==> src/occupancy_grid_rect_placer_assert.svh <==
// Assertion macros used by the occupancy grid rectangle placer datapath.
`ifndef OCCUPANCY_GRID_RECT_PLACER_ASSERT_SVH
`define OCCUPANCY_GRID_RECT_PLACER_ASSERT_SVH

// Same-cycle implication, checked on every rising edge outside reset.
`define OGRP_ASSERT_IMP(label, ante, cons, msg) \
  label: assert property (@(posedge clk) disable iff (!rst_n) (ante) |-> (cons)) \
    else $error(msg);

// Next-cycle implication, checked on every rising edge outside reset.
`define OGRP_ASSERT_NXT(label, ante, cons, msg) \
  label: assert property (@(posedge clk) disable iff (!rst_n) (ante) |=> (cons)) \
    else $error(msg);

`endif

==> src/ogrp_pkg.sv <==
// Package with types, constants and codes of the occupancy grid rectangle placer.
`default_nettype none
package ogrp_pkg;

  localparam int COORD_W    = 16;
  localparam int DIM_W      = 15;
  localparam int CS_W       = 13;
  localparam int STAT_W     = 3;
  localparam int CFG_IDX_W  = 3;
  localparam int CFG_DATA_W = 16;
  localparam int EXT_W      = 18;

  localparam int MAX_COLS = 64;
  localparam int MAX_ROWS = 64;
  localparam int COL_W    = 6;
  localparam int ROW_W    = (MAX_ROWS > 1) ? $clog2(MAX_ROWS) : 1;

  localparam logic [DIM_W-1:0]    COL_LAST_Q = DIM_W'(MAX_COLS - 1);
  localparam logic [DIM_W-1:0]    ROW_LAST_Q = DIM_W'(MAX_ROWS - 1);
  localparam logic [MAX_COLS-1:0] COL_ONES   = '1;

  localparam int DIV_STEPS = DIM_W;
  localparam int DIV_CNT_W = $clog2(DIV_STEPS + 1);

  typedef enum logic [CFG_IDX_W-1:0] {
    CFG_VIEW_LEFT   = 3'd0,
    CFG_VIEW_TOP    = 3'd1,
    CFG_VIEW_WIDTH  = 3'd2,
    CFG_VIEW_HEIGHT = 3'd3,
    CFG_CELL_SIZE   = 3'd4
  } cfg_idx_t;

  typedef enum logic [STAT_W-1:0] {
    ST_PLACED    = 3'd0,
    ST_OUTSIDE   = 3'd1,
    ST_BLOCKED   = 3'd2,
    ST_CLEARED   = 3'd3,
    ST_TOO_LARGE = 3'd4
  } status_t;

  typedef enum logic [2:0] {
    DIV_VW = 3'd0,
    DIV_VH = 3'd1,
    DIV_X0 = 3'd2,
    DIV_X1 = 3'd3,
    DIV_Y0 = 3'd4,
    DIV_Y1 = 3'd5
  } div_sel_t;

  typedef struct packed {
    logic                      kind;
    logic signed [COORD_W-1:0] rect_left;
    logic signed [COORD_W-1:0] rect_top;
    logic        [DIM_W-1:0]   rect_width;
    logic        [DIM_W-1:0]   rect_height;
  } in_item_t;

  typedef struct packed {
    logic              shown;
    logic [STAT_W-1:0] status;
  } out_item_t;

  typedef struct packed {
    logic     cfg_write;
    logic     load_item;
    logic     clear_grid;
    logic     grid_bad;
    logic     div_start;
    div_sel_t div_sel;
    logic     sweep_start;
    logic     sweep_mark;
    logic     load_result;
    status_t  result;
  } ogrp_cmd_t;

  typedef struct packed {
    logic cfg_idx_ok;
    logic cs_zero;
    logic kind_clear;
    logic grid_ok;
    logic empty;
    logic miss;
    logic div_busy;
    logic div_done;
    logic sweep_busy;
    logic sweep_done;
    logic hit;
    logic out_free;
  } ogrp_stat_t;

endpackage
`default_nettype wire

==> src/ogrp_ctrl.sv <==
// Controller state machine that sequences configuration, clipping, division and row passes.
`default_nettype none
module ogrp_ctrl (
  input  wire                  clk,
  input  wire                  rst_n,
  input  wire                  in_valid,
  output logic                 in_stall,
  input  wire                  cfg_valid,
  output logic                 cfg_ready,
  input  ogrp_pkg::ogrp_stat_t st,
  output ogrp_pkg::ogrp_cmd_t  cmd
);
  import ogrp_pkg::*;

  typedef enum logic [12:0] {
    S_IDLE    = 13'b0000000000001,
    S_REBUILD = 13'b0000000000010,
    S_DIV_VW  = 13'b0000000000100,
    S_DIV_VH  = 13'b0000000001000,
    S_DECIDE  = 13'b0000000010000,
    S_CLIP    = 13'b0000000100000,
    S_DIV_X0  = 13'b0000001000000,
    S_DIV_X1  = 13'b0000010000000,
    S_DIV_Y0  = 13'b0000100000000,
    S_DIV_Y1  = 13'b0001000000000,
    S_CHECK   = 13'b0010000000000,
    S_MARK    = 13'b0100000000000,
    S_FINISH  = 13'b1000000000000
  } state_t;

  state_t  state_r, state_nxt;
  status_t res_r, res_nxt;

  assign cfg_ready = (state_r == S_IDLE);
  assign in_stall  = (state_r != S_IDLE) || cfg_valid;

  always_comb begin
    state_nxt       = state_r;
    res_nxt         = res_r;
    cmd.cfg_write   = 1'b0;
    cmd.load_item   = 1'b0;
    cmd.clear_grid  = 1'b0;
    cmd.grid_bad    = 1'b0;
    cmd.div_start   = 1'b0;
    cmd.div_sel     = DIV_X0;
    cmd.sweep_start = 1'b0;
    cmd.sweep_mark  = 1'b0;
    cmd.load_result = 1'b0;
    cmd.result      = res_r;
    unique case (state_r)
      S_IDLE: begin
        if (cfg_valid) begin
          cmd.cfg_write = 1'b1;
          if (st.cfg_idx_ok) begin
            state_nxt = S_REBUILD;
          end
        end else if (in_valid) begin
          cmd.load_item = 1'b1;
          state_nxt     = S_DECIDE;
        end
      end
      S_REBUILD: begin
        if (st.cs_zero) begin
          cmd.grid_bad = 1'b1;
          state_nxt    = S_IDLE;
        end else begin
          state_nxt = S_DIV_VW;
        end
      end
      S_DIV_VW: begin
        cmd.div_sel   = DIV_VW;
        cmd.div_start = !st.div_busy;
        if (st.div_done) begin
          state_nxt = S_DIV_VH;
        end
      end
      S_DIV_VH: begin
        cmd.div_sel   = DIV_VH;
        cmd.div_start = !st.div_busy;
        if (st.div_done) begin
          state_nxt = S_IDLE;
        end
      end
      S_DECIDE: begin
        if (st.kind_clear) begin
          cmd.clear_grid = 1'b1;
          res_nxt        = st.grid_ok ? ST_CLEARED : ST_TOO_LARGE;
          state_nxt      = S_FINISH;
        end else if (!st.grid_ok) begin
          res_nxt   = ST_TOO_LARGE;
          state_nxt = S_FINISH;
        end else if (st.empty) begin
          res_nxt   = ST_OUTSIDE;
          state_nxt = S_FINISH;
        end else begin
          state_nxt = S_CLIP;
        end
      end
      S_CLIP: begin
        if (st.miss) begin
          res_nxt   = ST_OUTSIDE;
          state_nxt = S_FINISH;
        end else begin
          state_nxt = S_DIV_X0;
        end
      end
      S_DIV_X0: begin
        cmd.div_sel   = DIV_X0;
        cmd.div_start = !st.div_busy;
        if (st.div_done) begin
          state_nxt = S_DIV_X1;
        end
      end
      S_DIV_X1: begin
        cmd.div_sel   = DIV_X1;
        cmd.div_start = !st.div_busy;
        if (st.div_done) begin
          state_nxt = S_DIV_Y0;
        end
      end
      S_DIV_Y0: begin
        cmd.div_sel   = DIV_Y0;
        cmd.div_start = !st.div_busy;
        if (st.div_done) begin
          state_nxt = S_DIV_Y1;
        end
      end
      S_DIV_Y1: begin
        cmd.div_sel   = DIV_Y1;
        cmd.div_start = !st.div_busy;
        if (st.div_done) begin
          state_nxt = S_CHECK;
        end
      end
      S_CHECK: begin
        cmd.sweep_start = !st.sweep_busy;
        if (st.sweep_done) begin
          if (st.hit) begin
            res_nxt   = ST_BLOCKED;
            state_nxt = S_FINISH;
          end else begin
            state_nxt = S_MARK;
          end
        end
      end
      S_MARK: begin
        cmd.sweep_mark  = 1'b1;
        cmd.sweep_start = !st.sweep_busy;
        if (st.sweep_done) begin
          res_nxt   = ST_PLACED;
          state_nxt = S_FINISH;
        end
      end
      S_FINISH: begin
        if (st.out_free) begin
          cmd.load_result = 1'b1;
          state_nxt       = S_IDLE;
        end
      end
      default: begin
        state_nxt = S_IDLE;
      end
    endcase
  end

  always_ff @(posedge clk) begin
    if (!rst_n) begin
      state_r <= S_IDLE;
      res_r   <= ST_PLACED;
    end else begin
      state_r <= state_nxt;
      res_r   <= res_nxt;
    end
  end

endmodule
`default_nettype wire

==> config.mk <==
export PLATFORM = sky130hd
export DESIGN_NAME = ogrp_ctrl
export DESIGN_NICKNAME = d
export VERILOG_FILES = /design/src/occupancy_grid_rect_placer_assert.svh /design/src/ogrp_pkg.sv /design/src/ogrp_ctrl.sv
export SDC_FILE = /design/constraint.sdc
export NUM_CORES = 1
export LEC_CHECK = 0
export ABC_AREA = 1
export BUFFER_PORTS_ARGS = -buffer_cell sky130_fd_sc_hd__buf_2
export CORE_AREA = 2 2 43 65
export CTS_BUF_LIST = sky130_fd_sc_hd__clkbuf_2 sky130_fd_sc_hd__clkbuf_4 sky130_fd_sc_hd__clkbuf_8
export CTS_CLUSTER_SIZE = 20
export DETAILED_ROUTE_END_ITERATION = 8
export DIE_AREA = 0 0 45 67
export PLACE_DENSITY = 0.85
export REMOVE_ABC_BUFFERS = 1
export SYNTH_ARGS = -nofsm -noshare
export SYNTH_HDL_FRONTEND = slang
export SYNTH_SLANG_ARGS = --single-unit
==> constraint.sdc <==
create_clock -name clk -period 2.05 [get_ports clk]
set_input_delay 0.5125 -clock clk [delete_from_list [all_inputs] [get_ports clk]]
set_output_delay 0.5125 -clock clk [all_outputs]
set_load 0.02 [all_outputs]
==> run metrics, run 1 <==
share of cells above drive strength 1 0.434; Cells after Synth 218; Leak 1.06 nW; CP Cell Sequence nor2_4 > nand2_4 > nor2_4 > buf_12 > inv_6 > nor3_4 > nand2_2 > inv_2 > buf_6; clock transition at the registers of the reported paths 0.10 ns; VDD IR max 0.000970 V; antenna cell count 0; final core utilization 0.788; largest net degree at the start of global routing 16; crit-path max FO 5; most frequent cells in the layout nand2_1 (41), nor2_1 (40), inv_1 (34); RSZ-0062 raised after global routing true; worst slew pin tran 0.352 ns; CORE AREA 0.00242 mm^2; ANT nets after route 0; hpwl dp 2.40 mm; post-synthesis instance area 0.00130 mm^2; Worst-Skew Late Latency 0.30 ns; DRT Pass-1 Iters 4; Most Frequent Cell on Critical Path nor2_4; skew final 0.00401 ns; Synth area leader dfxtp_1; Die X-Extent 45 um; Post-route DRC 0; Initial DRC Count 83; Startpoint Class register; final setup vio count 9; initial core utilization 0.535; initial antenna violation count 0; All-Layer GR Usage 0.282; CTS tree yes; top cells by area, synth dfxtp_1 (25%), nand2_1 (14%), nor2_1 (13%); Crit Path Category register to primary output; Power Dens Cells 1170 mW/mm^2; Place WS 0.125 ns; number of clock sinks 16; Detailed Route WL 4.32 mm; area of the multi-input gates 956 um^2; setup TNS -0.614 ns; count of different cell masters after synthesis 23; routed via count 1,651; first-pass GRT wire length 6.26 mm; post-synth top area share 0.247; htree depth 1; WL/cell 14.6 um; CTS Buf Count 3; Max-Cap Viols 0; status complete, but fails checks; PnR worst setup slack -0.126 ns; final hold violations 0; Crit path arrival time 1.66 ns; Root Buffer clkbuf_4; vias per cell 5.58; Die Ht 67 um; IO Pins 32; routability cong. 0.844; Seq/Total Area, Yosys 0.247; hold_ws 0.462 ns; # port buffers 31; synthesis-stage register bit count 16; syn_area_per_cell 5.95 um^2; vias in the first global route 1,492; fin. max-slew vios 0; HP Class register to register; Max Freq 459 MHz; Warnings, synthesis 0; Register Area 337 um^2; failing checks setup timing; CP max-delay cell dfxtp_2; worst rel slew slack 0.764; Fill cells 173; Die ar. 0.00302 mm^2; Critical Path RT 1.54 ns; GRT overflow 0; area delta synth->final 47.2%; FP Rows 22; post-layout minimum cycle time 2.18 ns; CP peak stage delay 0.35 ns; final period utilization 1.06; crit end category primary output; Clock Path Buffers 2; commonest non-fill, non-tap cell in the layout nand2_1; power after layout 2.24 mW; nets 289
## kinds of logic (layout without fill, tap and decap cells)
group / count (synthesis) / in the layout / synth area share
simple gates: 148 / 148 / 0.569
flops: 16 / 16 / 0.247
buf+inv: 42 / 96 / 0.134
compound gates: 12 / 12 / 0.0492
## repair_timing
item                       CTS  global route
hold buffers                 0             0
pin swaps                   14             9
resized for setup           46            27
buffers inserted            14             8
setup endpoints to repair    9            12
## layer usage
| layer | up-vias | part of all wire | routed length (um) | GRT usage |
|---|---|---|---|---|
| li1 | 777 | - | - | - |
| met1 | 752 | 0.35 | 1520 | 0.271 |
| met2 | 93 | 0.54 | 2320 | 0.529 |
| met3 | 29 | 0.056 | 241 | 0.0271 |
| met4 | 0 | 0.055 | 239 | 0.191 |
| met5 | - | 0 | 0 | 0 |
## area by class of cell
cell class | instances | area share
clock buffer | 4 | 0.0190
inverter | 39 | 0.0807
multi-input combinational | 160 | 0.501
sequential | 16 | 0.176
tap | 24 | 0.0157
timing repair buffer | 53 | 0.207
## per-stage QoR
step                cell area, um^2  cells
detailed placement             1460    271
CTS                            1770    289
finish                         1910    296
global placement               1460    271
global route                   1910    296
floorplan                      1270    215
## synth_stat cells
master   count
buf_4        1
nor3_1       3
a21oi_1      5
inv_1       38
nor2_4       4
nor2_8       1
nand3_1     21
inv_2        1
buf_8        1
nor2_1      46
a21oi_2      1
nand2_8      1
nand2_4      6
dfxtp_1     16
nor4_1       1
o21ai_0      3
buf_2        1
and3_1       1
nor2_2       5
nand2_1     48
nand4_1      5
nand2_2      6
o21ai_1      3
## worst paths after layout
| path | slack (ns) | from | depth (start not counted) | endpoint |
|---|---|---|---|---|
| min reg2reg | 0.46 | res_r[2] | 2 | res_r[2] |
| max | -0.13 | state_r[10] | 9 | cmd[10] |
| max reg2reg | 0.07 | state_r[9] | 13 | state_r[8] |
| min | 0.46 | res_r[2] | 2 | res_r[2] |
## critical path: cells and delay by family, from the launching register on
family | cells | cell delay (ns)
buf+inv | 4 | 0.35
simple gates | 5 | 0.66
flops | 1 | 0.35
## registers in the layout, indices dropped and copies added, names as in the netlist
signal / cells
state_r: 13
res_r: 3
## power breakdown
part | leakage [nW] | switching, mW | internal, mW
registers | 0.135 | 0.0662 | 0.385
logic | 0.902 | 0.970 | 0.593
clock network | 0.0210 | 0.114 | 0.109
total | 1.06 | 1.15 | 1.09
Power figures use the tool's default switching activity.
==> run 2: changes to the inputs <==
--- a/config.mk
+++ b/config.mk
@@ -5,13 +5,12 @@
 export SDC_FILE = /design/constraint.sdc
 export NUM_CORES = 1
 export LEC_CHECK = 0
-export ABC_AREA = 1
 export BUFFER_PORTS_ARGS = -buffer_cell sky130_fd_sc_hd__buf_2
-export CORE_AREA = 2 2 43 65
+export CORE_AREA = 2 2 50 52
 export CTS_BUF_LIST = sky130_fd_sc_hd__clkbuf_2 sky130_fd_sc_hd__clkbuf_4 sky130_fd_sc_hd__clkbuf_8
 export CTS_CLUSTER_SIZE = 20
 export DETAILED_ROUTE_END_ITERATION = 8
-export DIE_AREA = 0 0 45 67
+export DIE_AREA = 0 0 52 54
 export PLACE_DENSITY = 0.85
 export REMOVE_ABC_BUFFERS = 1
 export SYNTH_ARGS = -nofsm -noshare
==> run 2 against run 1 <==
Net effect: the run now fails in global routing; area after synthesis is 10% lower; synthesized cell count is 28% lower.
==> run metrics, run 2 <==
status aborted with a tool error; last stage reached global routing; Run Error [ERROR DPL-0038] Utilization greater than 100%, impossible to legalize; # port buffers 31 (unchanged); count of different cell masters after synthesis 42 (+83%); Main synth FF type dfxtp_1; FP Rows 18 (-18%); Root Buffer clkbuf_4; CTS Buf Count 3 (unchanged); post-synthesis instance area 0.00116 mm^2 (-10%); Cells after Synth 157 (-28%); async set-or-reset flop fraction in the synthesized netlist 0 (unchanged); number of enable flip-flop cells after synthesis 0 (unchanged); htree depth 1 (unchanged); worst endpoint type primary output; Die Ht 54 um (-19%); Warnings, synthesis 0 (unchanged); hold_buf cts 0 (unchanged); synthesis-stage register bit count 16 (unchanged); GRT repair_timing worst endpoint cmd[5]; Seq/Total Area, Yosys 0.276 (+0.0288); Synth area leader dfxtp_1; IO Pins 32 (unchanged); top cells by area, synth dfxtp_1 (28%), nor3_1 (5.6%), a21oi_1 (5.2%); top post-synthesis cells by count dfxtp_1 (16), nor2_1 (14), nor3_1 (13); initial core utilization 0.501 (-0.0346); post-synth top area share 0.276 (+0.0288); Die X-Extent 52 um (+16%); cell count after placement 252 (-7.0%); hpwl dp 3.16 mm (+31%); Clock Path Buffers 2 (unchanged); number of clock sinks 16 (unchanged); count leader, synth dfxtp_1; routability cong. 0.952 (+13%); largest net degree at the start of global routing 13; syn_area_per_cell 7.40 um^2 (+24%)
## run 2: logic make-up after synthesis
group / synth area share
and+or+nand+nor: 0.419
AOI/OAI and AO/OA: 0.238
DFF: 0.276
buffers and inverters: 0.0506
xor gates and xnor gates: 0.00754
muxes: 0.00862
## run 2: per-stage QoR
| stage | TNS (ns) | area [um^2] | hold slack, ns | util | setup slack (ns) |
|---|---|---|---|---|---|
| 2_1_floorplan | -5.45 | 1120 | 0.487 | - | -0.781 |
| 3_3_place_gp | -2.88 | 1630 | 0.450 | 0.704 | -0.194 |
| 3_5_place_dp | -5.54 | 1630 | 0.474 | 0.704 | -0.307 |
| 4_1_cts | -6.65 | 2110 | 0.447 | 0.909 | -0.464 |
## run 2: repair_timing
action                                  CTS
endpoints found under the setup margin   29
gates cloned                              1
pin swaps                                29
setup buffers                            18
gates resized for setup                  89
==> run 3: changes to the inputs <==
--- a/config.mk
+++ b/config.mk
@@ -6,12 +6,10 @@
 export NUM_CORES = 1
 export LEC_CHECK = 0
 export BUFFER_PORTS_ARGS = -buffer_cell sky130_fd_sc_hd__buf_2
-export CORE_AREA = 2 2 50 52
-export CTS_BUF_LIST = sky130_fd_sc_hd__clkbuf_2 sky130_fd_sc_hd__clkbuf_4 sky130_fd_sc_hd__clkbuf_8
-export CTS_CLUSTER_SIZE = 20
+export CORE_AREA = 2 2 63 65
 export DETAILED_ROUTE_END_ITERATION = 8
-export DIE_AREA = 0 0 52 54
-export PLACE_DENSITY = 0.85
+export DIE_AREA = 0 0 65 67
+export PLACE_DENSITY_LB_ADDON = 0.15
 export REMOVE_ABC_BUFFERS = 1
 export SYNTH_ARGS = -nofsm -noshare
 export SYNTH_HDL_FRONTEND = slang
==> run 3 against run 2 <==
Net effect: the flow now finishes, with violations (setup timing); area after synthesis did not move; synthesized cell count did not move.
==> run metrics, run 3 <==
status complete, but fails checks; failing checks setup timing; share of cells above drive strength 1 0.621; Worst Reg-to-Reg Cells 10; vias per cell 5.40; Post-route DRC 0; register bank with the most flops state_r; clock transition at the registers of the reported paths 0.07 ns; ANT nets after route 0; most frequent cells in the layout buf_4 (56), buf_6 (21), buf_2 (19); initial antenna violation count 0; FP Rows 22 (+4); post-synthesis instance area 0.00116 mm^2 (unchanged); htree depth 1 (unchanged); r2r startpoint state_r[6]; Seq/Total Area, Yosys 0.276 (unchanged); worst rel slew slack 0.652; crit-path max FO 4; Main synth FF type dfxtp_1; power after layout 1.33 mW; Crit path buffers/inverters 2; first-pass GRT wire length 7.53 mm; vias in the first global route 1,623; syn_area_per_cell 7.40 um^2 (unchanged); count of different cell masters after synthesis 42 (unchanged); antenna cell count 0; final hold violations 0; Power Dens Cells 594 mW/mm^2; CP Cell Sequence or4_4 > buf_6 > nor3_4 > o21ai_2 > a31oi_1 > buf_2; post-synth top area share 0.276 (unchanged); CTS Buf Count 3 (unchanged); fin. max-slew vios 0; synthesis-stage register bit count 16 (unchanged); worst slew pin tran 0.521 ns; Largest register FFs 13; CTS tree yes; Root Buffer clkbuf_8; launch point of the worst path state_r[6]; commonest non-fill, non-tap cell in the layout buf_4; Post-DP Area 0.00166 mm^2 (+1.8%); Leak 0.942 nW; GRT overflow 0; Die X-Extent 65 um (+25%); routability cong. 0.928 (-2.6%); DRT Pass-1 Iters 4; Largest regs state_r: 13 flops, res_r: 3 flops; Crit Path Category register to primary output; hpwl dp 3.16 mm (about the same); final setup vio count 28; PnR worst setup slack -0.398 ns; Max Freq 408 MHz; HP Class input port to register; VDD IR max 0.000411 V; top cells by area, synth dfxtp_1 (28%), nor3_1 (5.6%), a21oi_1 (5.2%); async set-or-reset flop fraction in the synthesized netlist 0 (unchanged); post-layout minimum cycle time 2.45 ns; largest net degree at the start of global routing 13; Die ar. 0.00436 mm^2; Worst-Skew Late Latency 0.26 ns; cell count along the critical path 6; IO Pins 32 (unchanged); final period utilization 1.19; top post-synthesis cells by count dfxtp_1 (16), nor2_1 (14), nor3_1 (13); skew final 0.00291 ns; final core utilization 0.620; nets 265; Synth area leader dfxtp_1; CP delay by family, top simple AND/OR/NAND/NOR gates; Critical Path RT 1.54 ns; crit end category primary output; Crit path arrival time 1.94 ns; WL/cell 16.0 um; CORE AREA 0.00361 mm^2; Die Ht 67 um (+24%); Clock Path Buffers 2 (unchanged); CP max-delay cell or4_4; Warnings, synthesis 0 (unchanged); Worst R2R Setup Slack -0.16 ns; Detailed Route WL 4.73 mm; Cells after Synth 157 (unchanged); All-Layer GR Usage 0.225; area delta synth->final 92.7%; Initial DRC Count 75; Final Cell Area 0.00224 mm^2; # port buffers 31 (unchanged); critical path endpoint cmd[9]; RSZ-0062 raised after global routing true; number of enable flip-flop cells after synthesis 0 (unchanged); CP peak stage delay 0.57 ns; initial core utilization 0.322 (-0.179); count leader, synth dfxtp_1; reg2reg end state_r[8]; number of clock sinks 16 (unchanged); Startpoint Class register; Max-Cap Viols 0; routed via count 1,599
## run 3: cell counts after synthesis
Identical to the previous run, type by type.
## run 3: power breakdown
| part | total, mW | internal, mW | switching, mW | leakage, nW |
|---|---|---|---|---|
| clock | 0.296 | 0.171 | 0.125 | 0.0288 |
| sequential | 0.344 | 0.327 | 0.0174 | 0.133 |
| combinational | 0.689 | 0.360 | 0.329 | 0.780 |
## run 3: layout make-up
cell class / instances / area, um^2
Inverter: 4 / 15.0
Multi-Input combinational cell: 128 / 1020
Clock buffer: 4 / 55.1
Timing Repair Buffer: 96 / 752
Tap cell: 48 / 60.1
Fill cell: 313 / 1370
Sequential cell: 16 / 333
## run 3: logic make-up (layout without fill, tap and decap cells)
logic type | after synthesis | after routing | synth area share
simple gates | 82 | 82 | 0.419
compound gates | 44 | 44 | 0.238
xor+xnor | 1 | 1 | 0.00754
flops | 16 | 16 | 0.276
mux | 1 | 1 | 0.00862
buf+inv | 13 | 104 | 0.0506
## run 3: through the flow
stage	setup TNS (ns)	hold WS, ns	instances	worst slack (ns)
after floorplan	-5.45	0.487	148	-0.781
after global placement	-3.75	0.456	271	-0.244
after detailed placement	-4.09	0.488	271	-0.236
after CTS	-4.27	0.475	292	-0.391
after global routing	-7.65	0.492	296	-0.455
final	-5.30	0.474	296	-0.398
## run 3: worst min-delay path by stage
stage,slack (ns),endpoint,depth (start not counted),start
global route,0.49,state_r[0],2,rst_n
global placement,0.46,res_r[2],2,res_r[2]
floorplan,0.49,state_r[9],2,state_r[9]
finish,0.47,state_r[0],2,rst_n
detailed placement,0.49,res_r[2],2,res_r[2]
CTS,0.47,state_r[0],2,rst_n
## run 3: worst register-to-register path: stages (launching register included)
cell and delay, ns:
dfxtp_2 0.33, or4_4 0.57, buf_6 0.17, nor3_4 0.12
o21ai_2 0.10, buf_4 0.15, buf_6 0.11, a31oi_4 0.18
buf_6 0.17, or4_4 0.13, a21oi_1 0.05
## run 3: timing repair
| action | in CTS | in global routing |
|---|---|---|
| setup endpoints to repair | 29 | 29 |
| hold buffers | 0 | 0 |
| pin swaps | 32 | 12 |
| resized for setup | 87 | 9 |
| setup buffers | 17 | 4 |
| cloned | 1 | 0 |
## run 3: per-layer routing
layer	vias up	wire length, um	global-route usage	share of wire
li1	782	-	-	-
met1	767	2030	0.261	0.43
met2	43	2460	0.428	0.52
met3	7	184	0.0287	0.039
met4	0	51	0.0665	0.011
met5	-	0	0	0
==> run 4: changes to the inputs <==
--- a/config.mk
+++ b/config.mk
@@ -11,6 +11,7 @@
 export DIE_AREA = 0 0 65 67
 export PLACE_DENSITY_LB_ADDON = 0.15
 export REMOVE_ABC_BUFFERS = 1
+export SKIP_LAST_GASP = 1
 export SYNTH_ARGS = -nofsm -noshare
 export SYNTH_HDL_FRONTEND = slang
 export SYNTH_SLANG_ARGS = --single-unit
==> constraint.sdc (replaced) <==
create_clock -name clk -period 2.5 [get_ports clk]
set_input_delay 0.5 -clock clk [delete_from_list [all_inputs] [get_ports clk]]
set_output_delay 0.5 -clock clk [all_outputs]
set_load 0.02 [all_outputs]
==> run 4 against run 3 <==
Net effect: the run now ends clean; cell count fell by 16%; wire length decreased by 19%; sequential cell count is the same; clock power down 18%; largest power group unchanged; sequential power shrank 15%; utilization down 17 points; combinational power fell by 51%; clock skew about the same.
==> run metrics, run 4 (same netlist as run 3, synthesis figures left out) <==
clock transition at the registers of the reported paths 0.07 ns (about the same); Largest regs state_r: 13 flops, res_r: 3 flops; largest net degree at the start of global routing 15 (+2); hold path startpoint rst_n; Max-Cap Viols 0 (unchanged); r2r startpoint state_r[7]; final setup vio count 0 (-100%); cell count along the critical path 6 (unchanged); power after layout 876 uW (-34%); vias per cell 5.59 (+3.5%); Worst-Skew Late Latency 0.26 ns (about the same); antenna cell count 0 (unchanged); final period utilization 0.996; worst rel slew slack 0.696 (+0.0443); Worst Hold Path Cells 2 (unchanged); PnR worst setup slack 0.0110 ns (+0.409 ns); first-pass GRT wire length 6.03 mm (-20%); Final Cell Area 0.00162 mm^2 (-28%); Power Dens Cells 540 mW/mm^2 (-9.2%); Crit path arrival time 1.99 ns (+0.05 ns); commonest non-fill, non-tap cell in the layout buf_2; routability cong. 0.894 (-3.6%); routed via count 1,386 (-13%); initial core utilization 0.322 (unchanged); Detailed Route WL 3.82 mm (-19%); Hold Path Sink state_r[0]; final hold violations 0 (unchanged); Crit path buffers/inverters 2 (unchanged); share of cells above drive strength 1 0.395 (-0.226); All-Layer GR Usage 0.182 (-0.0430); DRT Pass-1 Iters 4 (unchanged); WL/cell 15.4 um (-3.6%); nets 217 (-18%); CP max-delay cell or4_4; CP delay by family, top simple AND/OR/NAND/NOR gates; fin. max-slew vios 0 (unchanged); CTS Buf Count 3 (unchanged); initial antenna violation count 0 (unchanged); area delta synth->final 39.7%; Worst Reg-to-Reg Cells 8 (-2); htree depth 1 (unchanged); post-layout minimum cycle time 2.49 ns; Largest register FFs 13 (unchanged); reg2reg end res_r[0]; Place WS 0.119 ns (+0.355 ns); GRT overflow 0 (unchanged); CP Cell Sequence or4_4 > buf_4 > nor3_4 > nand2_2 > nor2_1 > buf_2; Post-route DRC 0 (unchanged); HP Class input port to register; FP Rows 22 (unchanged); hpwl dp 2.73 mm (-13%); IO Pins 32 (unchanged); Die ar. 0.00436 mm^2 (unchanged); ANT nets after route 0 (unchanged); register bank with the most flops state_r; Crit Path Category register to primary output; worst slew pin tran 0.455 ns (-0.0664 ns); Worst R2R Setup Slack 0.19 ns (+0.35 ns); CP peak stage delay 0.62 ns (+0.05 ns); CORE AREA 0.00361 mm^2 (unchanged); crit end category primary output; Clock Path Buffers 2 (unchanged); Die X-Extent 65 um (unchanged); hold_buf cts 0 (unchanged); number of clock sinks 16 (unchanged); most frequent cells in the layout buf_2 (31), buf_4 (17), nor2_1 (14); setup TNS 0 ns (+5.30 ns); status complete, no violations; Post-DP Area 0.00140 mm^2 (-16%); VDD IR max 0.000241 V (-41%); skew final 0.00305 ns (+0.000142 ns); Initial DRC Count 74 (-1.3%); Max Freq 402 MHz; Die Ht 67 um (unchanged); Critical Path RT 2.00 ns (+0.46 ns); Startpoint Class register; CTS tree yes; # port buffers 31 (unchanged); RSZ-0062 raised after global routing true; vias in the first global route 1,278 (-21%); crit-path max FO 8 (+4); Leak 0.648 nW (-31%); Root Buffer clkbuf_8
==> run 4: cell types whose count changed in the layout (fill, tap and decap cells not counted), moves of 4 or more <==
cell / change
buf_2: +12
a21oi_2: -4
nor3_1: +5
buf_6: -21
a21oi_1: +4
buf_4: -39
==> run 4: area by class of cell <==
type,instances,area (um^2)
Clock buffer,4,55.1
Fill cell,368,1980
Inverter,4,15.0
Multi-Input combinational cell,128,882
Sequential cell,16,327
Tap cell,48,60.1
Timing Repair Buffer,48,283
==> run 4: timing repair <==
action | in CTS | in global routing
endpoints found under the setup margin | 8 | 9
setup buffers | 1 | 7
resized for setup | 14 | 10
pin swaps | 3 | 4
==> run 4: routing by layer <==
layer	up-vias	wire length (um)	global-route usage
met5	-	0	0
met4	0	51	0.0585
li1	684	-	-
met1	658	1740	0.229
met3	6	196	0.0355
met2	38	1830	0.312
==> run 4: per-stage QoR <==
| stage | hold slack [ns] | std cells | utilization |
|---|---|---|---|
| detailed placement | 0.475 | 236 | 0.388 |
| CTS | 0.464 | 241 | 0.423 |
| finish | 0.467 | 248 | 0.450 |
| global route | 0.480 | 248 | 0.450 |
| floorplan | 0.487 | 148 | - |
| global placement | 0.453 | 236 | 0.388 |
==> run 4: worst max path at each step <==
stage	from	to	slack [ns]
floorplan	state_r[5]	cmd[12]	-0.32
global placement	state_r[5]	cmd[7]	0.17
detailed placement	state_r[7]	cmd[7]	0.12
CTS	state_r[5]	cmd[7]	-0.05
global route	state_r[7]	cmd[5]	-0.06
finish	state_r[7]	cmd[5]	0.01
==> run 4: where the power goes <==
group / internal, mW / switching (mW) / total (mW)
Clock: 0.140 / 0.102 / 0.242
Combinational: 0.153 / 0.189 / 0.341
Sequential: 0.268 / 0.0246 / 0.292
Total: 0.561 / 0.315 / 0.876
